==> config.mk <==
export PLATFORM = sky130hd
export DESIGN_NAME = mfrk_wheel
export DESIGN_NICKNAME = d
export VERILOG_FILES = /design/src/mfrk_pkg.sv /design/src/mfrk_wheel.sv
export SDC_FILE = /design/constraint.sdc
export NUM_CORES = 2
export LEC_CHECK = 0
export ABC_AREA = 1
export BUFFER_PORTS_ARGS = -buffer_cell sky130_fd_sc_hd__clkbuf_2
export CORE_ASPECT_RATIO = 0.5
export CORE_UTILIZATION = 60
export CTS_BUF_LIST = sky130_fd_sc_hd__clkbuf_4
export DETAILED_ROUTE_END_ITERATION = 10
export PLACE_DENSITY_LB_ADDON = 0.1
export SETUP_SLACK_MARGIN = 0.05
export SYNTH_ARGS = -nofsm -noshare
export SYNTH_HDL_FRONTEND = slang
export SYNTH_SLANG_ARGS = --single-unit
==> constraint.sdc <==
create_clock -name clk -period 17 [get_ports clk]
set_clock_uncertainty 0.15 [all_clocks]
set_input_delay 3.4 -clock clk [delete_from_list [all_inputs] [get_ports clk]]
set_output_delay 3.4 -clock clk [all_outputs]
set_load 0.005 [all_outputs]
==> src/mfrk_pkg.sv <==
`timescale 1ns / 1ps

package mfrk_pkg;

  localparam int GAIN_FRAC_BITS_DEF = 12;

  localparam int QUARTER_TURN = 9000;
  localparam int FULL_TURN    = 36000;

  // floor(x / 100) as (x * RECIP_IDX) >> RECIP_IDX_SH, exact for x <= 9000
  localparam int RECIP_IDX    = 5243;
  localparam int RECIP_IDX_SH = 19;
  // floor(y / 100) as (y * RECIP_FRAC) >> RECIP_FRAC_SH, exact for y < 91180
  localparam int RECIP_FRAC    = 83887;
  localparam int RECIP_FRAC_SH = 23;

  localparam int RAD_PER_DEG_Q16 = 1144;

  typedef struct packed {
    logic [10:0] wheelbase;
    logic [10:0] wheeltrack;
    logic [10:0] offset_x;
    logic [10:0] offset_y;
    logic [15:0] rpm_scale;
    logic [14:0] max_vx;
    logic [14:0] max_vy;
    logic [11:0] max_turn;
  } cfg_t;

  // sin(k deg) * 32767, k = 0..90
  localparam logic [14:0] SINE_TAB [91] = '{
    15'd0,     15'd572,   15'd1144,  15'd1715,  15'd2286,  15'd2856,  15'd3425,
    15'd3993,  15'd4560,  15'd5126,  15'd5690,  15'd6252,  15'd6813,  15'd7371,
    15'd7927,  15'd8481,  15'd9032,  15'd9580,  15'd10126, 15'd10668, 15'd11207,
    15'd11743, 15'd12275, 15'd12803, 15'd13328, 15'd13848, 15'd14364, 15'd14876,
    15'd15383, 15'd15886, 15'd16384, 15'd16876, 15'd17364, 15'd17846, 15'd18323,
    15'd18794, 15'd19260, 15'd19720, 15'd20173, 15'd20621, 15'd21062, 15'd21497,
    15'd21925, 15'd22347, 15'd22762, 15'd23170, 15'd23571, 15'd23964, 15'd24351,
    15'd24730, 15'd25101, 15'd25465, 15'd25821, 15'd26169, 15'd26509, 15'd26841,
    15'd27165, 15'd27481, 15'd27788, 15'd28087, 15'd28377, 15'd28659, 15'd28932,
    15'd29196, 15'd29451, 15'd29697, 15'd29934, 15'd30162, 15'd30381, 15'd30591,
    15'd30791, 15'd30982, 15'd31163, 15'd31335, 15'd31498, 15'd31650, 15'd31794,
    15'd31927, 15'd32051, 15'd32165, 15'd32269, 15'd32364, 15'd32448, 15'd32523,
    15'd32587, 15'd32642, 15'd32687, 15'd32722, 15'd32747, 15'd32762, 15'd32767
  };

  function automatic logic [14:0] sine_lut(input logic [6:0] idx);
    logic [14:0] val;
    if (idx > 7'd90) begin
      val = 15'd32767;
    end else begin
      val = SINE_TAB[idx];
    end
    return val;
  endfunction

endpackage

==> src/mfrk_wheel.sv <==
`timescale 1ns / 1ps

module mfrk_wheel #(
  parameter int GAIN_FRAC_BITS = mfrk_pkg::GAIN_FRAC_BITS_DEF
) (
  input  logic                      clk,
  input  logic [5:0]                en,
  input  logic signed [17:0]        lin,
  input  logic signed [12:0]        turn,
  input  logic signed [13:0]        arm2,
  input  logic [15:0]               rpm_scale,
  input  logic [GAIN_FRAC_BITS+2:0] gain,
  output logic signed [16:0]        rpm_o
);

  localparam int GW  = GAIN_FRAC_BITS + 3;
  localparam int MW  = 31 + GW + 1;
  localparam int RSH = 16 + GAIN_FRAC_BITS;
  localparam int RW  = MW - RSH;
  localparam logic [MW-1:0]         RND   = MW'(1) << (RSH - 1);
  localparam logic signed [11:0]    RAD_K = 12'(mfrk_pkg::RAD_PER_DEG_Q16);
  localparam logic signed [38:0]    QMAX  = 39'sd1073741823;
  localparam logic signed [38:0]    QMIN  = -39'sd1073741824;
  localparam logic signed [RW-1:0]  SMAX  = RW'(65535);
  localparam logic signed [RW-1:0]  SMIN  = RW'(-65536);
  localparam logic signed [16:0]    OUT_MAX = 17'h0FFFF;
  localparam logic signed [16:0]    OUT_MIN = 17'h10000;

  logic signed [26:0] p8_nxt;
  logic signed [26:0] p8_r;
  logic signed [17:0] lin8_r;
  logic [GW-1:0]      gain8_r;

  logic signed [37:0] lin_sh;
  logic signed [37:0] pk;
  logic signed [37:0] s9_nxt;
  logic signed [37:0] s9_r;
  logic [GW-1:0]      gain9_r;

  logic signed [34:0] ph10_nxt;
  logic [35:0]        pl10_nxt;
  logic signed [34:0] ph10_r;
  logic [35:0]        pl10_r;
  logic [GW-1:0]      gain10_r;

  logic [55:0]        sum56;
  logic signed [38:0] qw;
  logic signed [30:0] q11_nxt;
  logic signed [30:0] q11_r;
  logic [GW-1:0]      gain11_r;

  logic signed [MW-1:0] m12_nxt;
  logic signed [MW-1:0] m12_r;

  logic [MW-1:0]        w13;
  logic signed [RW-1:0] r13;
  logic signed [16:0]   rpm13_nxt;
  logic signed [16:0]   rpm13_r;

  always_comb begin
    p8_nxt   = turn * arm2;

    lin_sh   = {{3{lin8_r[17]}}, lin8_r, 17'd0};
    pk       = p8_r * RAD_K;
    s9_nxt   = lin_sh - pk;

    ph10_nxt = $signed(s9_r[37:20]) * $signed({1'b0, rpm_scale});
    pl10_nxt = s9_r[19:0] * rpm_scale;

    sum56 = {ph10_r[34], ph10_r, 20'd0} + {20'd0, pl10_r} + (56'd1 << 16);
    qw    = $signed(sum56[55:17]);
    if (qw > QMAX) begin
      q11_nxt = QMAX[30:0];
    end else if (qw < QMIN) begin
      q11_nxt = QMIN[30:0];
    end else begin
      q11_nxt = qw[30:0];
    end

    m12_nxt = q11_r * $signed({1'b0, gain11_r});

    w13 = m12_r + RND;
    r13 = $signed(w13[MW-1:RSH]);
    if (r13 > SMAX) begin
      rpm13_nxt = OUT_MAX;
    end else if (r13 < SMIN) begin
      rpm13_nxt = OUT_MIN;
    end else begin
      rpm13_nxt = r13[16:0];
    end
  end

  always_ff @(posedge clk) begin
    if (en[0]) begin
      p8_r    <= p8_nxt;
      lin8_r  <= lin;
      gain8_r <= gain;
    end
    if (en[1]) begin
      s9_r    <= s9_nxt;
      gain9_r <= gain8_r;
    end
    if (en[2]) begin
      ph10_r   <= ph10_nxt;
      pl10_r   <= pl10_nxt;
      gain10_r <= gain9_r;
    end
    if (en[3]) begin
      q11_r    <= q11_nxt;
      gain11_r <= gain10_r;
    end
    if (en[4]) begin
      m12_r <= m12_nxt;
    end
    if (en[5]) begin
      rpm13_r <= rpm13_nxt;
    end
  end

  assign rpm_o = rpm13_r;

endmodule

==> impl_metrics.env <==
export IMPL_cts_tree="yes"
export IMPL_synth_edf_count=263
export IMPL_crit_chain="clkbuf_2 -> nand2_1 -> inv_1 -> fa_1 -> fa_1 -> inv_1 -> fa_1 -> fa_1 -> inv_1 -> fa_1 -> inv_1 -> fa_1 -> inv_1 -> ha_1 -> nand2_1 -> nor2_1 -> inv_1 -> nor3_1 -> nand2_1 -> o21ai_0 -> xor2_1"
export IMPL_tns_ns=0
export IMPL_die_area_sq_mm=0.103
export IMPL_cp_end_kind="register"
export IMPL_first_global_vias=49300
export IMPL_grt_max_degree=71
export IMPL_period_needed_ns=8.95
export IMPL_use_met3_pct=5.17
export IMPL_mappedNetlistNets=9150
export IMPL_hold_violations=0
export IMPL_yosys_area_top_type="fa_1"
export IMPL_io_buffers=99
export IMPL_setup_viol=0
export IMPL_start_util_pct=60.7
export IMPL_crit_arrival_ns=9.43
export IMPL_vias=45900
export IMPL_grt_busiest_layer="met2"
export IMPL_min_path_type="register to register"
export IMPL_crit_buf_inv=7
export IMPL_grtUsageTotal_pct=30.5
export IMPL_fmax_mhz=112
export IMPL_postCtsSetupRepairBufs=0
export IMPL_synth_most_common_cell="inv_1"
export IMPL_ys_seq_area_share_pct=13.0
export IMPL_finalNetCount=9100
export IMPL_synth_top_area_share_pct=39.1
export IMPL_cts_path_max_buffers=3
export IMPL_cts_max_level=3
export IMPL_drc=0
export IMPL_start_kind="input port"
export IMPL_finalMaxSlewViolations=0
export IMPL_max_cap_violations=0
export IMPL_syn_area_sq_mm=0.0609
export IMPL_cp_slowest_cell="fa_1"
export IMPL_first_pass_iters=8
export IMPL_cts_buffers=69
export IMPL_wl_per_cell_um=17.1
export IMPL_ctsHoldBuffers=0
export IMPL_fillerInstances=8834
export IMPL_worstPathMaxFanout=35
export IMPL_io_pins=100
export IMPL_yosysWarnings=0
export IMPL_crit_family="adder cells"
export IMPL_synth_avg_cell_area_sq_um=8.26
export IMPL_drive_above_1_share_pct=3.94
export IMPL_rsz0062_at_grt="no"
export IMPL_cts_root_buf="clkbuf_4"
export IMPL_die_y_um=227
export IMPL_synth_area_leaders="fa_1, inv_1, edfxtp_1, nand2_1, ha_1"
export IMPL_cts_sinks=263
export IMPL_tightestPinTransition_ns=0.957
export IMPL_core_area_sq_mm=0.100
export IMPL_grt_ovfl_total=0
export IMPL_die_w_um=453
export IMPL_place_detailed_hpwl_um=123000
export IMPL_synth_seq_cells=263
export IMPL_grt_pass1_wl_um=248000
export IMPL_synth_ff_type="edfxtp_1"
export IMPL_status="finished clean"
export IMPL_cts_resized=0
export IMPL_insertion_delay_ns=1.00
export IMPL_timing_final_crit_share_pct=52.7
export IMPL_grt_use_met2_pct=53.1
export IMPL_num_rows=82
export IMPL_use_met1_pct=39.5
export IMPL_synthTopCellsByCount="inv_1, nand2_1, fa_1"
export IMPL_first_iter_violations=3061
export IMPL_synth_async_sr_flop_share_pct=0
export IMPL_maxSlewHeadroom_pct=36.2
export IMPL_slowest_delay_ns=0.84
export IMPL_ant_nets=0
export IMPL_cp_required_ns=17.48
export IMPL_gp_congestion=0.958
export IMPL_fin_util_pct=63.0
export IMPL_path_class="input port to register"
export IMPL_avgViaCountPerCell=5.26
export IMPL_area_delta_synth_final_pct=3.80
export IMPL_antenna_found_initial=3
export IMPL_synth_cell_types=52
export IMPL_clk_pin_slew_ns=0.10
export IMPL_postSynthCellCount=7373
export IMPL_wl_um=149000
## layout make-up
type / count / area [sq um] / area share (%)
antenna: 3 / 7.51 / 0.0119
clock buffer: 95 / 713 / 1.13
clock inverter: 22 / 208 / 0.329
inverter: 2134 / 8010 / 12.7
multi-input combinational: 4733 / 44000 / 69.6
sequential: 263 / 7900 / 12.5
tap: 1344 / 1680 / 2.66
timing repair buffer: 122 / 671 / 1.06
## cell usage in the layout, fill, tap and decap left out, drive strengths merged, types with 28 or more instances in the layout
cell type,instances
a21oi,209
a31oi,34
clkbuf,192
edfxtp,263
fa,1191
ha,503
inv,2138
nand2,1866
nand3,122
nand4,28
nor2,266
nor3,50
o21ai,127
xnor2,67
xor2,136
## layer usage
layer	up-vias	share of wire, %
met5	-	0.0087
met4	2	2.5
met3	291	6.9
met2	1500	49
met1	22700	42
li1	21400	-
## path summary, 6_finish.rpt
path / startpoint / endpoint / slack (ns) / cells past startpoint
worst min register to register: gain10_r[14] / gain11_r[14] / 0.24 / 0
worst max register to register: s9_r[17] / pl10_r[31] / 10.40 / 21
worst min-delay path: gain10_r[14] / gain11_r[14] / 0.24 / 0
worst max-delay path: rpm_scale[2] / ph10_r[32] / 8.05 / 21
## flip-flops by register name, indices dropped and copies added, names as in the netlist
signal,cells
m12_r,20
gain8_r,15
gain9_r,15
gain11_r,15
p8_r,27
gain10_r,15
lin8_r,18
rpm_o,17
pl10_r,20
s9_r,35
q11_r,31
ph10_r,35
## kinds of logic after synthesis
group	after synthesis	synth area share, %
AOI/OAI and AO/OA	455	4.28
xor gates and xnor gates	203	2.96
and+or+nand+nor	2381	15.6
buffers and inverters	2377	14.7
DFF	263	13.0
adders and majority gates	1694	49.5
## stage by stage
| step | area, sq um | setup WS, ns | cells | hold slack, ns |
|---|---|---|---|---|
| finish | 63200 | 8.05 | 8716 | 0.237 |
| global route | 63200 | 7.80 | 8716 | 0.264 |
| CTS | 63200 | 8.25 | 8713 | 0.247 |
| detailed placement | 62300 | 7.20 | 8596 | 0.255 |
| global placement | 62300 | 7.30 | 8596 | 0.251 |
| floorplan | 60900 | 7.91 | 7373 | 0.250 |
Power is left out: the tool's default activity adds up to more than one toggle a clock period on the data nets, which glitch-free logic cannot reach.
