### src/mfrk_pkg.sv
`timescale 1ns / 1ps

package mfrk_pkg;

  localparam int GAIN_FRAC_BITS_DEF = 12;

  localparam int QUARTER_TURN = 9000;
  localparam int FULL_TURN    = 36000;

  // floor(x / 100) as (x * RECIP_IDX) >> RECIP_IDX_SH, exact for x <= 9000
  localparam int RECIP_IDX    = 5243;
  localparam int RECIP_IDX_SH = 19;
  // floor(y / 100) as (y * RECIP_FRAC) >> RECIP_FRAC_SH, exact for y < 91180
  localparam int RECIP_FRAC    = 83887;
  localparam int RECIP_FRAC_SH = 23;

  localparam int RAD_PER_DEG_Q16 = 1144;

  typedef struct packed {
    logic [10:0] wheelbase;
    logic [10:0] wheeltrack;
    logic [10:0] offset_x;
    logic [10:0] offset_y;
    logic [15:0] rpm_scale;
    logic [14:0] max_vx;
    logic [14:0] max_vy;
    logic [11:0] max_turn;
  } cfg_t;

  // sin(k deg) * 32767, k = 0..90
  localparam logic [14:0] SINE_TAB [91] = '{
    15'd0,     15'd572,   15'd1144,  15'd1715,  15'd2286,  15'd2856,  15'd3425,
    15'd3993,  15'd4560,  15'd5126,  15'd5690,  15'd6252,  15'd6813,  15'd7371,
    15'd7927,  15'd8481,  15'd9032,  15'd9580,  15'd10126, 15'd10668, 15'd11207,
    15'd11743, 15'd12275, 15'd12803, 15'd13328, 15'd13848, 15'd14364, 15'd14876,
    15'd15383, 15'd15886, 15'd16384, 15'd16876, 15'd17364, 15'd17846, 15'd18323,
    15'd18794, 15'd19260, 15'd19720, 15'd20173, 15'd20621, 15'd21062, 15'd21497,
    15'd21925, 15'd22347, 15'd22762, 15'd23170, 15'd23571, 15'd23964, 15'd24351,
    15'd24730, 15'd25101, 15'd25465, 15'd25821, 15'd26169, 15'd26509, 15'd26841,
    15'd27165, 15'd27481, 15'd27788, 15'd28087, 15'd28377, 15'd28659, 15'd28932,
    15'd29196, 15'd29451, 15'd29697, 15'd29934, 15'd30162, 15'd30381, 15'd30591,
    15'd30791, 15'd30982, 15'd31163, 15'd31335, 15'd31498, 15'd31650, 15'd31794,
    15'd31927, 15'd32051, 15'd32165, 15'd32269, 15'd32364, 15'd32448, 15'd32523,
    15'd32587, 15'd32642, 15'd32687, 15'd32722, 15'd32747, 15'd32762, 15'd32767
  };

  function automatic logic [14:0] sine_lut(input logic [6:0] idx);
    logic [14:0] val;
    if (idx > 7'd90) begin
      val = 15'd32767;
    end else begin
      val = SINE_TAB[idx];
    end
    return val;
  endfunction

endpackage

### src/mfrk_sincos.sv
`timescale 1ns / 1ps

module mfrk_sincos (
  input  logic               clk,
  input  logic [3:0]         en,
  input  logic signed [15:0] yaw,
  output logic signed [15:0] sin_o,
  output logic signed [15:0] cos_o
);

  localparam logic [15:0] Q1 = 16'(mfrk_pkg::QUARTER_TURN);
  localparam logic [15:0] Q2 = 16'(2 * mfrk_pkg::QUARTER_TURN);
  localparam logic [15:0] Q3 = 16'(3 * mfrk_pkg::QUARTER_TURN);
  localparam logic [16:0] FULL = 17'(mfrk_pkg::FULL_TURN);
  localparam logic [13:0] QSPAN = 14'(mfrk_pkg::QUARTER_TURN);
  localparam int ISH = mfrk_pkg::RECIP_IDX_SH;
  localparam int FSH = mfrk_pkg::RECIP_FRAC_SH;
  localparam logic [26:0] KIDX  = 27'(mfrk_pkg::RECIP_IDX);
  localparam logic [33:0] KFRAC = 34'(mfrk_pkg::RECIP_FRAC);

  // lane 0 is sine, lane 1 is cosine
  logic [16:0] t_ext;
  logic [15:0] t;
  logic [15:0] r_wide;
  logic [13:0] r;
  logic [1:0]  quad_s;
  logic [1:0]  quad_c;

  logic [13:0] x_nxt    [2];
  logic        neg1_nxt [2];
  logic [13:0] x_r      [2];
  logic        neg1_r   [2];

  logic [26:0] idx_prod [2];
  logic [13:0] rem_w    [2];
  logic [6:0]  idx_nxt  [2];
  logic [6:0]  frac_nxt [2];
  logic [6:0]  idx_r    [2];
  logic [6:0]  frac_r   [2];
  logic        neg2_r   [2];

  logic [14:0] lo_nxt   [2];
  logic [14:0] hi_w     [2];
  logic [14:0] diff_w   [2];
  logic [16:0] step_nxt [2];
  logic [14:0] lo_r     [2];
  logic [16:0] step_r   [2];
  logic        neg3_r   [2];

  logic [33:0]        quo_w [2];
  logic [14:0]        mag_w [2];
  logic signed [15:0] val_nxt [2];
  logic signed [15:0] val_r   [2];

  always_comb begin
    t_ext = {yaw[15], yaw} + (yaw[15] ? FULL : 17'd0);
    t     = t_ext[15:0];
    if (t >= Q3) begin
      quad_s = 2'd3;
      r_wide = t - Q3;
    end else if (t >= Q2) begin
      quad_s = 2'd2;
      r_wide = t - Q2;
    end else if (t >= Q1) begin
      quad_s = 2'd1;
      r_wide = t - Q1;
    end else begin
      quad_s = 2'd0;
      r_wide = t;
    end
    r      = r_wide[13:0];
    quad_c = quad_s + 2'd1;
    x_nxt[0]    = quad_s[0] ? (QSPAN - r) : r;
    neg1_nxt[0] = quad_s[1];
    x_nxt[1]    = quad_c[0] ? (QSPAN - r) : r;
    neg1_nxt[1] = quad_c[1];
  end

  always_comb begin
    for (int l = 0; l < 2; l++) begin
      idx_prod[l] = 27'(x_r[l]) * KIDX;
      idx_nxt[l]  = idx_prod[l][ISH+6:ISH];
      rem_w[l]    = x_r[l] - 14'(idx_nxt[l]) * 14'd100;
      frac_nxt[l] = rem_w[l][6:0];

      lo_nxt[l]   = mfrk_pkg::sine_lut(idx_r[l]);
      hi_w[l]     = mfrk_pkg::sine_lut(idx_r[l] + 7'd1);
      diff_w[l]   = hi_w[l] - lo_nxt[l];
      step_nxt[l] = 17'(diff_w[l][9:0]) * 17'(frac_r[l]) + 17'd50;

      quo_w[l]    = 34'(step_r[l]) * KFRAC;
      mag_w[l]    = lo_r[l] + 15'(quo_w[l][FSH+10:FSH]);
      val_nxt[l]  = neg3_r[l] ? -$signed({1'b0, mag_w[l]}) : $signed({1'b0, mag_w[l]});
    end
  end

  always_ff @(posedge clk) begin
    for (int l = 0; l < 2; l++) begin
      if (en[0]) begin
        x_r[l]    <= x_nxt[l];
        neg1_r[l] <= neg1_nxt[l];
      end
      if (en[1]) begin
        idx_r[l]  <= idx_nxt[l];
        frac_r[l] <= frac_nxt[l];
        neg2_r[l] <= neg1_r[l];
      end
      if (en[2]) begin
        lo_r[l]   <= lo_nxt[l];
        step_r[l] <= step_nxt[l];
        neg3_r[l] <= neg2_r[l];
      end
      if (en[3]) begin
        val_r[l] <= val_nxt[l];
      end
    end
  end

  assign sin_o = val_r[0];
  assign cos_o = val_r[1];

endmodule

### config.mk
export PLATFORM = sky130hd
export DESIGN_NAME = mfrk_sincos
export DESIGN_NICKNAME = d
export VERILOG_FILES = /design/src/mfrk_pkg.sv /design/src/mfrk_sincos.sv
export SDC_FILE = /design/constraint.sdc
export NUM_CORES = 2
export LEC_CHECK = 0
export ABC_AREA = 1
export BUFFER_PORTS_ARGS = -buffer_cell sky130_fd_sc_hd__buf_2
export CORE_MARGIN = 8
export CORE_UTILIZATION = 45
export DETAILED_ROUTE_END_ITERATION = 6
export PLACE_DENSITY = 0.68
export SYNTH_ARGS = -nofsm -noshare
export SYNTH_HDL_FRONTEND = slang
export SYNTH_SLANG_ARGS = --single-unit
### constraint.sdc
create_clock -name clk -period 10.35 [get_ports clk]
set_input_delay 1.5525 -clock clk [delete_from_list [all_inputs] [get_ports clk]]
set_output_delay 1.5525 -clock clk [all_outputs]
set_load 0.01 [all_outputs]
==> impl_metrics.env <==
export IMPL_cp_top_family="adder cells"
export IMPL_share_of_synthesized_area_occupied_by_flip_flops_and_latches_pct=12.1
export IMPL_cts_hold_buf=0
export IMPL_gp_congestion=1.02
export IMPL_vias_after_detailed_routing=31700
export IMPL_cts_root_buffer_cell="sky130_fd_sc_hd__clkbuf_16"
export IMPL_nets=5944
export IMPL_globalRoute_busiestLayer="met2"
export IMPL_synth_cell_types=61
export IMPL_top_level_ports=53
export IMPL_skew_pair_late_insertion_delay_ns=0.50
export IMPL_worstPathMaxFanout=15
export IMPL_synth_nets=5934
export IMPL_total_routing_usage_reported_by_global_routing_pct=22.2
export IMPL_fin_util_pct=47.9
export IMPL_yosys_area_top_type_share_pct=23.8
export IMPL_timing_critical_path_mode_cell="sky130_fd_sc_hd__inv_1"
export IMPL_grt_first_pass_wirelength_um=172000
export IMPL_dp_hpwl_um=87900
export IMPL_core_rowCount=107
export IMPL_report_final_hold_viol_count=0
export IMPL_timing_critical_path_slowest_cell_delay_ns=0.64
export IMPL_maxCapViolations=0
export IMPL_die_width_um=309
export IMPL_io_buffers=52
export IMPL_dieArea_um2=95400
export IMPL_start_util_pct=45.3
export IMPL_timing_critical_path_to_type="register"
export IMPL_start_kind="register"
export IMPL_outcome="complete, no violations"
export IMPL_rsz0062_at_grt="no"
export IMPL_class_of_the_most_critical_setup_path="reg -> reg"
export IMPL_ys_async_sr_fraction_pct=0
export IMPL_post_route_cells_drive_above_1_share_pct=4.32
export IMPL_antenna_violating_nets_post_route=0
export IMPL_tightestPinTransition_ns=0.943
export IMPL_yosys_register_bits=156
export IMPL_final_min_period_over_clock_period_pct=91.1
export IMPL_avgSynthCellArea_um2=8.09
export IMPL_clk_path_buf_depth=2
export IMPL_clock_skew_final_ns=0.0196
export IMPL_critical_path_slowest_cell="sky130_fd_sc_hd__edfxtp_1"
export IMPL_syn_cell_area_um2=38600
export IMPL_final_routed_wire_length_divided_by_cell_count_um=17.6
export IMPL_drtPass1Iterations=6
export IMPL_post_cts_repair_setup_buffers=0
export IMPL_clock_fmax_mhz=106
export IMPL_slew_headroom_pct=37.1
export IMPL_regToRegStartpoint="idx_r[0][8]"
export IMPL_path_buf_inv=7
export IMPL_clk_pin_slew_ns=0.08
export IMPL_pin_count_of_the_biggest_net_entering_global_routing=67
export IMPL_cts_buffers=17
export IMPL_worstHoldStart="neg2_r[0][1]"
export IMPL_finalSetupViolCount=0
export IMPL_setup_tns_final_ns=0
export IMPL_synth_most_common_cell="sky130_fd_sc_hd__inv_1"
export IMPL_post_synth_edffs=156
export IMPL_detail_route_iter0_violations=2706
export IMPL_grt_pass1_vias=32600
export IMPL_ys_top_cells_by_area="sky130_fd_sc_hd__fa_1 24%, sky130_fd_sc_hd__ha_1 22%, sky130_fd_sc_hd__edfxtp_1 12%"
export IMPL_cts_num_sinks=156
export IMPL_globalRouteOverflowTotal=0
export IMPL_finalWorstPathRequiredPeriod_ns=9.43
export IMPL_critPathRequiredTime_ns=10.58
export IMPL_synth_largest_area_cell="sky130_fd_sc_hd__fa_1"
export IMPL_final_max_slew_violation_count=0
export IMPL_cells_after_synth=4774
export IMPL_drcViolationCount=0
export IMPL_arrival_ns=9.67
export IMPL_htree_levels=4
export IMPL_top_cells_by_instance_count_after_synthesis="1159 x sky130_fd_sc_hd__inv_1, 680 x sky130_fd_sc_hd__ha_1, 598 x sky130_fd_sc_hd__nand2_1, 459 x sky130_fd_sc_hd__fa_1, 373 x sky130_fd_sc_hd__nor2_1"
export IMPL_tritoncts="done"
export IMPL_met1_track_demand_over_resource_in_global_routing_pct=30.8
export IMPL_grt_met3_usage_pct=2.84
export IMPL_core_region_area_um2=85100
export IMPL_syn_to_final_growth_pct=5.59
export IMPL_antenna_diode_count=0
export IMPL_detail_route_vias_per_cell=5.34
export IMPL_cp_startpoint="idx_r[0][8]"
export IMPL_synthesis_yosys_warnings=0
export IMPL_holdCritPathClass="reg -> reg"
export IMPL_drt_total_wl_um=104000
export IMPL_synth_top_flop_cell="sky130_fd_sc_hd__edfxtp_1"
export IMPL_die_h_um=309
export IMPL_groute_layer_met2_usage_pct=36.5
export IMPL_cts_resized=0
export IMPL_grt_antenna_before_repair=2
==> routing by layer <==
layer / share of wire (%) / vias up
met1: 46 / 15200
li1: - / 15300
met3: 6.0 / 184
met2: 45 / 986
met5: 0 / -
met4: 2.8 / 0
==> cell usage in the layout, fill, tap and decap left out, types with 5 or more instances in the layout <==
master / count
sky130_fd_sc_hd__nand2_4: 6
sky130_fd_sc_hd__a221oi_1: 7
sky130_fd_sc_hd__ha_1: 680
sky130_fd_sc_hd__nor2_1: 373
sky130_fd_sc_hd__nand3_2: 11
sky130_fd_sc_hd__nand2_1: 598
sky130_fd_sc_hd__a21oi_1: 246
sky130_fd_sc_hd__o31ai_1: 15
sky130_fd_sc_hd__a31oi_1: 29
sky130_fd_sc_hd__fa_1: 459
sky130_fd_sc_hd__nand4_1: 20
sky130_fd_sc_hd__o221ai_1: 16
sky130_fd_sc_hd__a2111oi_0: 5
sky130_fd_sc_hd__o21ai_0: 238
sky130_fd_sc_hd__o311ai_0: 16
sky130_fd_sc_hd__a21o_1: 10
sky130_fd_sc_hd__nand3b_1: 10
sky130_fd_sc_hd__o21bai_1: 12
sky130_fd_sc_hd__o22ai_1: 13
sky130_fd_sc_hd__or2_2: 18
sky130_fd_sc_hd__o211ai_1: 49
sky130_fd_sc_hd__inv_2: 11
sky130_fd_sc_hd__clkinv_1: 10
sky130_fd_sc_hd__o2111ai_1: 12
sky130_fd_sc_hd__edfxtp_1: 156
sky130_fd_sc_hd__o21a_1: 9
sky130_fd_sc_hd__a32oi_1: 5
sky130_fd_sc_hd__nand3_1: 180
sky130_fd_sc_hd__buf_2: 52
sky130_fd_sc_hd__nor2_2: 7
sky130_fd_sc_hd__xnor2_1: 43
sky130_fd_sc_hd__buf_4: 32
sky130_fd_sc_hd__o21ai_1: 8
sky130_fd_sc_hd__inv_1: 1159
sky130_fd_sc_hd__xor2_1: 127
sky130_fd_sc_hd__clkbuf_16: 17
sky130_fd_sc_hd__a211oi_1: 10
sky130_fd_sc_hd__nand2_2: 23
sky130_fd_sc_hd__nor3_1: 50
==> path summary, 6_finish.rpt <==
check,cells past startpoint,endpoint,slack (ns)
worst max-delay path,36,step_r[0][33],0.92
worst min-delay path,0,neg3_r[0][1],0.53
worst max register to register,36,step_r[0][33],0.92
worst min register to register,0,neg3_r[0][1],0.53
==> registers in the layout (all words and copies together), names as in the netlist <==
signal / flops
x_r: 27
neg2_r: 2
idx_r: 14
step_r: 34
frac_r: 13
neg1_r: 2
val_r: 32
neg3_r: 2
lo_r: 30
==> metrics by stage <==
step | area [um2] | setup slack [ns] | hold WS, ns | instances
floorplan | 38600 | 2.03 | 0.400 | 4774
global placement | 40100 | 1.14 | 0.487 | 5909
detailed placement | 40100 | 0.911 | 0.478 | 5909
CTS | 40800 | 0.888 | 0.508 | 5941
global route | 40800 | 0.0286 | 0.525 | 5941
finish | 40800 | 0.917 | 0.526 | 5941
==> logic make-up after synthesis <==
kind of cell,after synthesis,synth area share (%)
simple gates,1307,14.5
buf+inv,1276,12.5
fa+ha+maj,1139,45.8
compound gates,724,11.1
xor+xnor,172,3.92
flops,156,12.1
==> worst register-to-register path: cells and delay by family (launching register included) <==
kind / cells / cell delay, ns
buffers and inverters: 7 / 0.68
flip-flops: 1 / 0.64
XOR/XNOR: 2 / 0.41
AND/OR/NAND/NOR: 4 / 0.61
adder cells (fa/ha/maj): 10 / 4.24
AO/OA/AOI/OAI: 13 / 2.58
==> layout make-up <==
class	count	area (um2)
fill	8408	44400
multi-input combinational	3342	29100
sequential	156	4680
inverter	1183	4450
tap	1144	1430
timing repair buffer	84	500
clock buffer	17	425
clock inverter	15	185
Power is left out: the tool's default activity adds up to more than one toggle a clock period on the data nets, which glitch-free logic cannot reach.
