**src/mfrk_pkg.sv**
```systemverilog
`timescale 1ns / 1ps

package mfrk_pkg;

  localparam int GAIN_FRAC_BITS_DEF = 12;

  localparam int QUARTER_TURN = 9000;
  localparam int FULL_TURN    = 36000;

  // floor(x / 100) as (x * RECIP_IDX) >> RECIP_IDX_SH, exact for x <= 9000
  localparam int RECIP_IDX    = 5243;
  localparam int RECIP_IDX_SH = 19;
  // floor(y / 100) as (y * RECIP_FRAC) >> RECIP_FRAC_SH, exact for y < 91180
  localparam int RECIP_FRAC    = 83887;
  localparam int RECIP_FRAC_SH = 23;

  localparam int RAD_PER_DEG_Q16 = 1144;

  typedef struct packed {
    logic [10:0] wheelbase;
    logic [10:0] wheeltrack;
    logic [10:0] offset_x;
    logic [10:0] offset_y;
    logic [15:0] rpm_scale;
    logic [14:0] max_vx;
    logic [14:0] max_vy;
    logic [11:0] max_turn;
  } cfg_t;

  // sin(k deg) * 32767, k = 0..90
  localparam logic [14:0] SINE_TAB [91] = '{
    15'd0,     15'd572,   15'd1144,  15'd1715,  15'd2286,  15'd2856,  15'd3425,
    15'd3993,  15'd4560,  15'd5126,  15'd5690,  15'd6252,  15'd6813,  15'd7371,
    15'd7927,  15'd8481,  15'd9032,  15'd9580,  15'd10126, 15'd10668, 15'd11207,
    15'd11743, 15'd12275, 15'd12803, 15'd13328, 15'd13848, 15'd14364, 15'd14876,
    15'd15383, 15'd15886, 15'd16384, 15'd16876, 15'd17364, 15'd17846, 15'd18323,
    15'd18794, 15'd19260, 15'd19720, 15'd20173, 15'd20621, 15'd21062, 15'd21497,
    15'd21925, 15'd22347, 15'd22762, 15'd23170, 15'd23571, 15'd23964, 15'd24351,
    15'd24730, 15'd25101, 15'd25465, 15'd25821, 15'd26169, 15'd26509, 15'd26841,
    15'd27165, 15'd27481, 15'd27788, 15'd28087, 15'd28377, 15'd28659, 15'd28932,
    15'd29196, 15'd29451, 15'd29697, 15'd29934, 15'd30162, 15'd30381, 15'd30591,
    15'd30791, 15'd30982, 15'd31163, 15'd31335, 15'd31498, 15'd31650, 15'd31794,
    15'd31927, 15'd32051, 15'd32165, 15'd32269, 15'd32364, 15'd32448, 15'd32523,
    15'd32587, 15'd32642, 15'd32687, 15'd32722, 15'd32747, 15'd32762, 15'd32767
  };

  function automatic logic [14:0] sine_lut(input logic [6:0] idx);
    logic [14:0] val;
    if (idx > 7'd90) begin
      val = 15'd32767;
    end else begin
      val = SINE_TAB[idx];
    end
    return val;
  endfunction

endpackage

```
**src/mfrk_cfg.sv**
```systemverilog
`timescale 1ns / 1ps

module mfrk_cfg (
  input  logic                 clk,
  input  logic                 rst_n,
  input  logic                 cfg_psel,
  input  logic                 cfg_penable,
  input  logic                 cfg_pwrite,
  input  logic [4:0]           cfg_paddr,
  input  logic [31:0]          cfg_pwdata,
  output logic [31:0]          cfg_prdata,
  output logic                 cfg_pready,
  output mfrk_pkg::cfg_t       cfg_o
);

  localparam logic [2:0] REG_WHEELBASE  = 3'd0;
  localparam logic [2:0] REG_WHEELTRACK = 3'd1;
  localparam logic [2:0] REG_OFFSET_X   = 3'd2;
  localparam logic [2:0] REG_OFFSET_Y   = 3'd3;
  localparam logic [2:0] REG_RPM_SCALE  = 3'd4;
  localparam logic [2:0] REG_MAX_VX     = 3'd5;
  localparam logic [2:0] REG_MAX_VY     = 3'd6;
  localparam logic [2:0] REG_MAX_TURN   = 3'd7;

  mfrk_pkg::cfg_t cfg_r;
  mfrk_pkg::cfg_t cfg_nxt;
  logic [2:0]     reg_idx;
  logic           wr_en;

  assign cfg_pready = 1'b1;
  assign reg_idx    = cfg_paddr[4:2];
  assign wr_en      = cfg_psel & cfg_penable & cfg_pwrite & cfg_pready;
  assign cfg_o      = cfg_r;

  always_comb begin
    cfg_nxt = cfg_r;
    if (wr_en) begin
      case (reg_idx)
        REG_WHEELBASE:  cfg_nxt.wheelbase  = cfg_pwdata[10:0];
        REG_WHEELTRACK: cfg_nxt.wheeltrack = cfg_pwdata[10:0];
        REG_OFFSET_X:   cfg_nxt.offset_x   = cfg_pwdata[10:0];
        REG_OFFSET_Y:   cfg_nxt.offset_y   = cfg_pwdata[10:0];
        REG_RPM_SCALE:  cfg_nxt.rpm_scale  = cfg_pwdata[15:0];
        REG_MAX_VX:     cfg_nxt.max_vx     = cfg_pwdata[14:0];
        REG_MAX_VY:     cfg_nxt.max_vy     = cfg_pwdata[14:0];
        REG_MAX_TURN:   cfg_nxt.max_turn   = cfg_pwdata[11:0];
        default: ;
      endcase
    end
  end

  always_comb begin
    case (reg_idx)
      REG_WHEELBASE:  cfg_prdata = {21'd0, cfg_r.wheelbase};
      REG_WHEELTRACK: cfg_prdata = {21'd0, cfg_r.wheeltrack};
      REG_OFFSET_X:   cfg_prdata = {21'd0, cfg_r.offset_x};
      REG_OFFSET_Y:   cfg_prdata = {21'd0, cfg_r.offset_y};
      REG_RPM_SCALE:  cfg_prdata = {16'd0, cfg_r.rpm_scale};
      REG_MAX_VX:     cfg_prdata = {17'd0, cfg_r.max_vx};
      REG_MAX_VY:     cfg_prdata = {17'd0, cfg_r.max_vy};
      REG_MAX_TURN:   cfg_prdata = {20'd0, cfg_r.max_turn};
      default:        cfg_prdata = 32'd0;
    endcase
  end

  always_ff @(posedge clk) begin
    if (!rst_n) begin
      cfg_r.wheelbase  <= 11'd400;
      cfg_r.wheeltrack <= 11'd400;
      cfg_r.offset_x   <= 11'd0;
      cfg_r.offset_y   <= 11'd0;
      cfg_r.rpm_scale  <= 16'd433;
      cfg_r.max_vx     <= 15'd4000;
      cfg_r.max_vy     <= 15'd4000;
      cfg_r.max_turn   <= 12'd360;
    end else begin
      cfg_r <= cfg_nxt;
    end
  end

endmodule

```
**config.mk**
```make
export PLATFORM = sky130hd
export DESIGN_NAME = mfrk_cfg
export DESIGN_NICKNAME = d
export VERILOG_FILES = /design/src/mfrk_pkg.sv /design/src/mfrk_cfg.sv
export SDC_FILE = /design/constraint.sdc
export NUM_CORES = 1
export LEC_CHECK = 0
export ABC_AREA = 1
export BUFFER_PORTS_ARGS = -buffer_cell sky130_fd_sc_hd__buf_2
export CORE_MARGIN = 8
export CORE_UTILIZATION = 50
export DETAILED_ROUTE_END_ITERATION = 7
export PLACE_DENSITY = 0.89
export SLEW_MARGIN = 10
export SYNTH_ARGS = -nofsm -noshare
export SYNTH_HDL_FRONTEND = slang
export SYNTH_SLANG_ARGS = --single-unit
export TNS_END_PERCENT = 100
```
**constraint.sdc**
```tcl
create_clock -name clk -period 1.4 [get_ports clk]
set_input_delay 0.21 -clock clk [delete_from_list [all_inputs] [get_ports clk]]
set_output_delay 0.21 -clock clk [all_outputs]
set_load 0.05 [all_outputs]
```
==> impl_metrics.json, run 1 <==
{
  "rsz0062_at_grt": "true",
  "place_hpwl_microns": 12440,
  "postPlaceCellArea_sq_um": 5784,
  "powerDensity_nw_per_um2": 918.0,
  "place_ws_ns": -0.1915,
  "worst_setup_path_start_kind": "flop",
  "largest_register_ffs": 102,
  "timing.rr.start": "cfg_o[72]$_SDFFE_PN0P_",
  "syn_to_final_growth_pct": 41.02,
  "ys_types": 19,
  "wirelength_microns": 20050,
  "synth-seq-cells": 102,
  "status": "finished, violations left",
  "std_cell_rows": 35,
  "drive_above_1_share_pct": 42.03,
  "finalHoldViolCount": 0,
  "globalRouteOverflowTotal": 0,
  "first_pass_iters": 6,
  "total_power_mw": 6.184,
  "clk_latency_ns": 0.37,
  "max_freq_mhz": 638.1,
  "synthCells": 703,
  "min-delay-path-class": "primary input to flop",
  "critical_path_class": "flop to primary output",
  "die_w_microns": 113.7,
  "slew_headroom_pct": 58.18,
  "peakVddDrop_v": 0.0004777,
  "final_nets": 903,
  "p_leak_nw": 3.363,
  "die_area_sq_um": 12940,
  "grt_pass1_wl_microns": 28300,
  "cap_violations": 0,
  "final_antenna_net_count": 0,
  "critPathCaptureType": "primary output",
  "fin_crit_sh_pct": 111.9,
  "layout_setup_ws_ns": -0.1672,
  "violations": "setup timing",
  "worst_slew_pin_slew_ns": 0.6250,
  "initial_core_util_pct": 51.70,
  "fin_area_sq_um": 6736,
  "cp.required_ns": 1.19,
  "avgSynthCellArea_sq_um": 6.795,
  "initialDrtViolationCount": 920,
  "wire_per_inst_microns": 20.13,
  "drv_slew": 0,
  "crit_start": "cfg_o[4]$_SDFFE_PN0P_",
  "ios": 177,
  "crit_arrival_ns": 1.36,
  "vias_per_cell": 5.899,
  "clk_path_buf_depth": 2,
  "die_h_microns": 113.7,
  "htree_num_levels": 3,
  "routabilityCongestion": 0.9819,
  "synth_area_leaders": "dfxtp_1 43%, nor2_1 13%, nand2_1 9.4%, o21ai_0 7.9%, nand4_1 6.0%",
  "reg2reg_slack_ns": 0.52,
  "core_sq_um": 9240,
  "io_buffers": 141,
  "yosys_warnings": 0,
  "fin_crit_ns": 1.567,
  "synth_seq_area_share_pct": 42.74,
  "cts_sinks": 102,
  "grt_use_total_pct": 27.95,
  "yosys.area.top_type": "dfxtp_1",
  "r2r_end": "cfg_o[72]$_SDFFE_PN0P_",
  "cts_hold_buf": 0,
  "vias": 5875,
  "cts_tree": "built",
  "grt_pass1_vias": 5284,
  "grt_max_degree": 103,
  "reg2regPathDepth": 3,
  "path_max_fanout": 3,
  "cts_buffers": 9,
  "synth_top_area_share_pct": 42.74,
  "cts_root_buffer": "clkbuf_8",
  "finalSetupViolations": 11,
  "netlist_area_sq_um": 4777,
  "antenna_found_initial": 1,
  "drc_errors": 0,
  "crit_end": "cfg_prdata[4]",
  "cts.clk_slew.worst_paths_ns": 0.10,
  "final.setup_skew_ns": 0
}
## critical path, stage by stage, from the launching register on
cell and delay (ns):
dfxtp_2 0.35, nand2_1 0.12, nand2_1 0.10, nor2_4 0.14, nand3_4 0.10, buf_8 0.16
## cells in the mapped netlist
| cell | number |
|---|---|
| o211ai_1 | 5 |
| buf_4 | 24 |
| o21ai_0 | 75 |
| inv_2 | 6 |
| nand4_1 | 46 |
| nor2_1 | 168 |
| clkbuf_2 | 1 |
| inv_1 | 19 |
| buf_1 | 2 |
| nand2_1 | 119 |
| clkinv_1 | 1 |
| nand3_1 | 53 |
| nor2_4 | 4 |
| nand2_2 | 2 |
| nor3_1 | 22 |
| clkbuf_1 | 27 |
| conb_1 | 2 |
| buf_2 | 25 |
| dfxtp_1 | 102 |
## timing repair
item | 4_1_cts | 5_1_grt
gates resized for setup | 124 | 46
pin swaps | 53 | 40
cloned | 1 | 1
endpoints found under the hold margin | 0 | 0
setup buffers | 21 | 13
setup endpoints to repair | 16 | 28
## cell families after synthesis
family	Yosys count	share of synthesized area, %
compound gates	80	8.643
buf+inv	105	10.82
flops	102	42.74
other cells	2	0.1572
simple gates	414	37.64
## area by class of cell
cell class	instances	area, sq um
fillers	664	2504
inverters	26	100.1
well taps	129	161.4
clock buffers	11	141.4
diodes	1	2.502
flip-flops and latches	102	2111
repair buffers	210	1493
multi-input cells	512	2646
clock inverters	5	81.33
## worst min-delay path by stage
stage | startpoint | slack, ns | to | cells past startpoint
floorplan | cfg_pwdata[11] | 0.34 | cfg_o[38]$_SDFFE_PN1P_ | 2
global placement | cfg_pwdata[15] | 0.44 | cfg_o[57]$_SDFFE_PN0P_ | 3
detailed placement | cfg_pwdata[15] | 0.45 | cfg_o[57]$_SDFFE_PN0P_ | 3
CTS | cfg_pwdata[15] | 0.06 | cfg_o[57]$_SDFFE_PN0P_ | 3
global route | cfg_pwdata[15] | 0.08 | cfg_o[57]$_SDFFE_PN0P_ | 3
finish | cfg_pwdata[15] | 0.06 | cfg_o[57]$_SDFFE_PN0P_ | 3
## per-layer routing
| layer | global-route usage (%) | up-vias | wire (microns) |
|---|---|---|---|
| met5 | 0 | - | 0 |
| met4 | 18.03 | 0 | 1293 |
| met2 | 42.56 | 519 | 8943 |
| met1 | 34.48 | 2659 | 7094 |
| met3 | 7.026 | 120 | 2723 |
| li1 | - | 2577 | - |
## placed cells by master, fill, tap and decap left out, types with 10 or more instances in the layout
cell type,instances
nor2_4,19
nand4_1,46
buf_8,11
nand3_1,35
nor3_1,22
nor2_2,19
buf_2,123
conb_1,17
nand2_2,19
inv_1,15
buf_4,63
nor2_1,135
o21ai_0,75
dfxtp_1,49
nand2_1,101
dfxtp_2,52
clkbuf_8,10
## power breakdown
group | switching, mW | internal, mW | total (mW)
combinational | 0.778 | 0.307 | 1.08
clock | 1.07 | 1.06 | 2.13
sequential | 0.0314 | 2.94 | 2.97
## per-stage QoR
step	util [%]	instances	setup TNS [ns]	hold slack, ns
floorplan	-	718	0	0.3364
global placement	62.60	943	-4.814	0.4405
detailed placement	62.60	943	-7.000	0.4544
CTS	70.45	981	-0.9447	0.06320
global route	72.90	996	-1.937	0.07887
finish	72.90	996	-1.392	0.06090
Note: power is estimated with default switching activity, not from simulation.
==> inputs of run 2 (changes only) <==
--- a/config.mk
+++ b/config.mk
@@ -5,12 +5,11 @@
 export SDC_FILE = /design/constraint.sdc
 export NUM_CORES = 1
 export LEC_CHECK = 0
-export ABC_AREA = 1
 export BUFFER_PORTS_ARGS = -buffer_cell sky130_fd_sc_hd__buf_2
 export CORE_MARGIN = 8
 export CORE_UTILIZATION = 50
 export DETAILED_ROUTE_END_ITERATION = 7
-export PLACE_DENSITY = 0.89
+export PLACE_DENSITY = 0.88
 export SLEW_MARGIN = 10
 export SYNTH_ARGS = -nofsm -noshare
 export SYNTH_HDL_FRONTEND = slang
==> impl_metrics.json, run 2 <==
{
  "finalHoldViolCount": 0,
  "yosys_warnings": 0,
  "htree_num_levels": 3,
  "hold_path_depth": 3,
  "globalRouteOverflowTotal": 0,
  "final_core_util_pct": 74.43,
  "crit_arrival_ns": 1.77,
  "die_w_microns": 115.1,
  "fill_cells": 660,
  "r2r_end": "cfg_o[5]$_SDFFE_PN1P_",
  "finalSetupViolations": 15,
  "final_common_cell": "nand2_1",
  "synth_top_family_by_area": "simple AND/OR/NAND/NOR gates",
  "routabilityCongestion": 0.9069,
  "cts_buffers": 9,
  "critical_path_class": "flop to primary output",
  "gr-max-usage-layer": "met2",
  "synth_commonest_cells": "169 x nand2_1, 102 x dfxtp_1, 45 x a21boi_0, 30 x buf_2, 27 x o21ai_0",
  "slowest_delay_ns": 0.34,
  "hold_path_end": "cfg_o[57]$_SDFFE_PN0P_",
  "vias_per_cell": 5.727,
  "crit_family": "compound AO/OA/AOI/OAI gates",
  "synth-async-reset-ratio_pct": 0,
  "fin_crit_sh_pct": 141.1,
  "timing.rr.start": "cfg_o[5]$_SDFFE_PN1P_",
  "drc_errors": 0,
  "ys_types": 34,
  "initial_core_util_pct": 50.90,
  "hold_start": "cfg_pwdata[15]",
  "layout_common_cells": "167 x nand2_1, 121 x buf_2, 103 x buf_4",
  "synthCells": 602,
  "die_h_microns": 115.1,
  "synth_seq_area_share_pct": 41.62,
  "synth_top_area_share_pct": 41.62,
  "final.setup_skew_ns": 0,
  "multi_input_area_sq_um": 2803,
  "diodes": 0,
  "synth_area_leaders": "dfxtp_1 42%, nand2_1 13%, a21boi_0 6.9%, mux2i_1 4.7%, buf_4 3.7%",
  "cts_sinks": 102,
  "min-delay-path-class": "primary input to flop",
  "place_hpwl_microns": 13310,
  "post_synth_xor_area_fraction_pct": 0,
  "cap_violations": 0,
  "setup_tns_ns": -6.022,
  "drive_above_1_share_pct": 48.71,
  "avgSynthCellArea_sq_um": 8.149,
  "ios": 177,
  "vias": 5406,
  "met3_usage_pct": 9.086,
  "use_met2_pct": 46.26,
  "synthMuxAreaShare_pct": 7.906,
  "first_pass_iters": 5,
  "worst_slew_pin_slew_ns": 0.5691,
  "grt_use_total_pct": 27.82,
  "cts_root_buffer": "clkbuf_8",
  "synth_compound_area_share_pct": 18.97,
  "peakVddDrop_v": 0.0004809,
  "drv_slew": 0,
  "std_cell_rows": 36,
  "reg2regPathDepth": 4,
  "critPathCaptureType": "primary output",
  "rsz0062_at_grt": "true",
  "wirelength_microns": 19130,
  "crit_slowest_cell": "dfxtp_2",
  "slew_headroom_pct": 61.97,
  "synth_top_flop_cell": "dfxtp_1",
  "grt_pass1_vias": 5385,
  "final_antenna_net_count": 0,
  "die_area_sq_um": 13240,
  "antenna_found_initial": 0,
  "path_cells": "mux2_2 -> a22o_1 -> a221oi_2 -> nor2_4 -> buf_8",
  "seq_area_sq_um": 2125,
  "status": "finished, violations left",
  "synth_simple_gate_area_share_pct": 21.78,
  "netlist_area_sq_um": 4906,
  "synth-seq-cells": 102,
  "fin_crit_ns": 1.975,
  "initialDrtViolationCount": 520,
  "critical_path_buf_inv_count": 1,
  "grt_pass1_wl_microns": 28640,
  "yosysMostFrequentCell": "nand2_1",
  "worst_setup_path_start_kind": "flop",
  "layout_setup_ws_ns": -0.5752,
  "core_sq_um": 9639,
  "powerDensity_nw_per_um2": 869.4,
  "hold_ws_ns": 0.06106,
  "syn_to_final_growth_pct": 46.24,
  "wire_per_inst_microns": 20.26,
  "synth-adder-area-share_pct": 0,
  "synth-edff-count": 0,
  "grt_max_degree": 63,
  "p_leak_nw": 3.145,
  "largest_register_ffs": 102,
  "clk_latency_ns": 0.38,
  "cts.clk_slew.worst_paths_ns": 0.10,
  "clk_path_buf_depth": 2,
  "final_nets": 848,
  "cp.required_ns": 1.19,
  "yosys.area.top_type": "dfxtp_1",
  "violations": "setup timing",
  "cts_tree": "built",
  "io_buffers": 141,
  "use_met1_pct": 31.30,
  "path_max_fanout": 2,
  "reg2reg_slack_ns": 0.42,
  "max_freq_mhz": 506.3
}
run 2: changes by cell type after synthesis, sizes merged, moves of 9 or more:
cell and delta:
a21boi +68, a221oi +20, a22o +10, clkbuf -11
inv -15, mux2 +10, mux2i +23, nand2 +48
nand3 -29, nand4 -45, nor2 -142, nor2b +9
nor3 -20, o21ai -48
run 2: routing by layer:
metal,routed length (microns),vias to the layer above
met5,0,-
met4,791,0
met3,2076,87
met2,9280,344
met1,6978,2595
li1,-,2380
run 2: tightest hold or removal path: stages:
cell and delay [ns]:
buf_2 0.09, nand2_1 0.04, a21boi_0 0.07
run 2: repair_timing:
| item | in CTS | in global routing |
|---|---|---|
| pin swaps | 22 | 19 |
| hold endpoints to repair | 0 | 0 |
| endpoints found under the setup margin | 16 | 16 |
| hold buffers | 0 | 0 |
| buffers inserted | 8 | 7 |
| resized for setup | 68 | 25 |
| gates cloned | 0 | 0 |
run 2: power by group:
| part | switching (mW) | internal, mW |
|---|---|---|
| Clock | 1.13 | 1.04 |
| Combinational | 0.726 | 0.398 |
| Sequential | 0.0199 | 2.93 |
| Total | 1.88 | 4.36 |
run 2: final cells by class:
type / count / area share, %
multi-input cells: 430 / 39.07
flip-flops and latches: 102 / 29.61
repair buffers: 253 / 25.27
well taps: 133 / 2.320
clock buffers: 9 / 1.727
clock inverters: 7 / 1.482
inverters: 10 / 0.5232
run 2: kinds of logic after synthesis:
logic type,after synthesis
buf+inv,85
flops,102
simple gates,250
mux,35
other cells,2
compound gates,128
run 2: how the worst max path moves through the flow:
| stage | startpoint | endpoint | cells after the start |
|---|---|---|---|
| 2_1_floorplan | cfg_paddr[3] | cfg_prdata[1] | 7 |
| 3_3_place_gp | cfg_paddr[3] | cfg_prdata[7] | 7 |
| 3_5_place_dp | cfg_paddr[3] | cfg_prdata[7] | 7 |
| 4_1_cts | cfg_o[30]$_SDFFE_PN0P_ | cfg_prdata[3] | 5 |
| 5_1_grt | cfg_o[5]$_SDFFE_PN1P_ | cfg_prdata[5] | 5 |
| 6_report | cfg_o[32]$_SDFFE_PN1P_ | cfg_prdata[5] | 5 |
run 2: stage by stage:
| step | area, sq um | total power, mW | setup WS, ns | std cells |
|---|---|---|---|---|
| after floorplan | 5296 | 3.754 | -0.1811 | 617 |
| after global placement | 6520 | 3.952 | -0.3885 | 914 |
| after detailed placement | 6520 | 3.978 | -0.4688 | 914 |
| after CTS | 7032 | 6.145 | -0.5616 | 938 |
| after global routing | 7174 | 6.413 | -0.6369 | 944 |
| final | 7174 | 6.237 | -0.5752 | 944 |
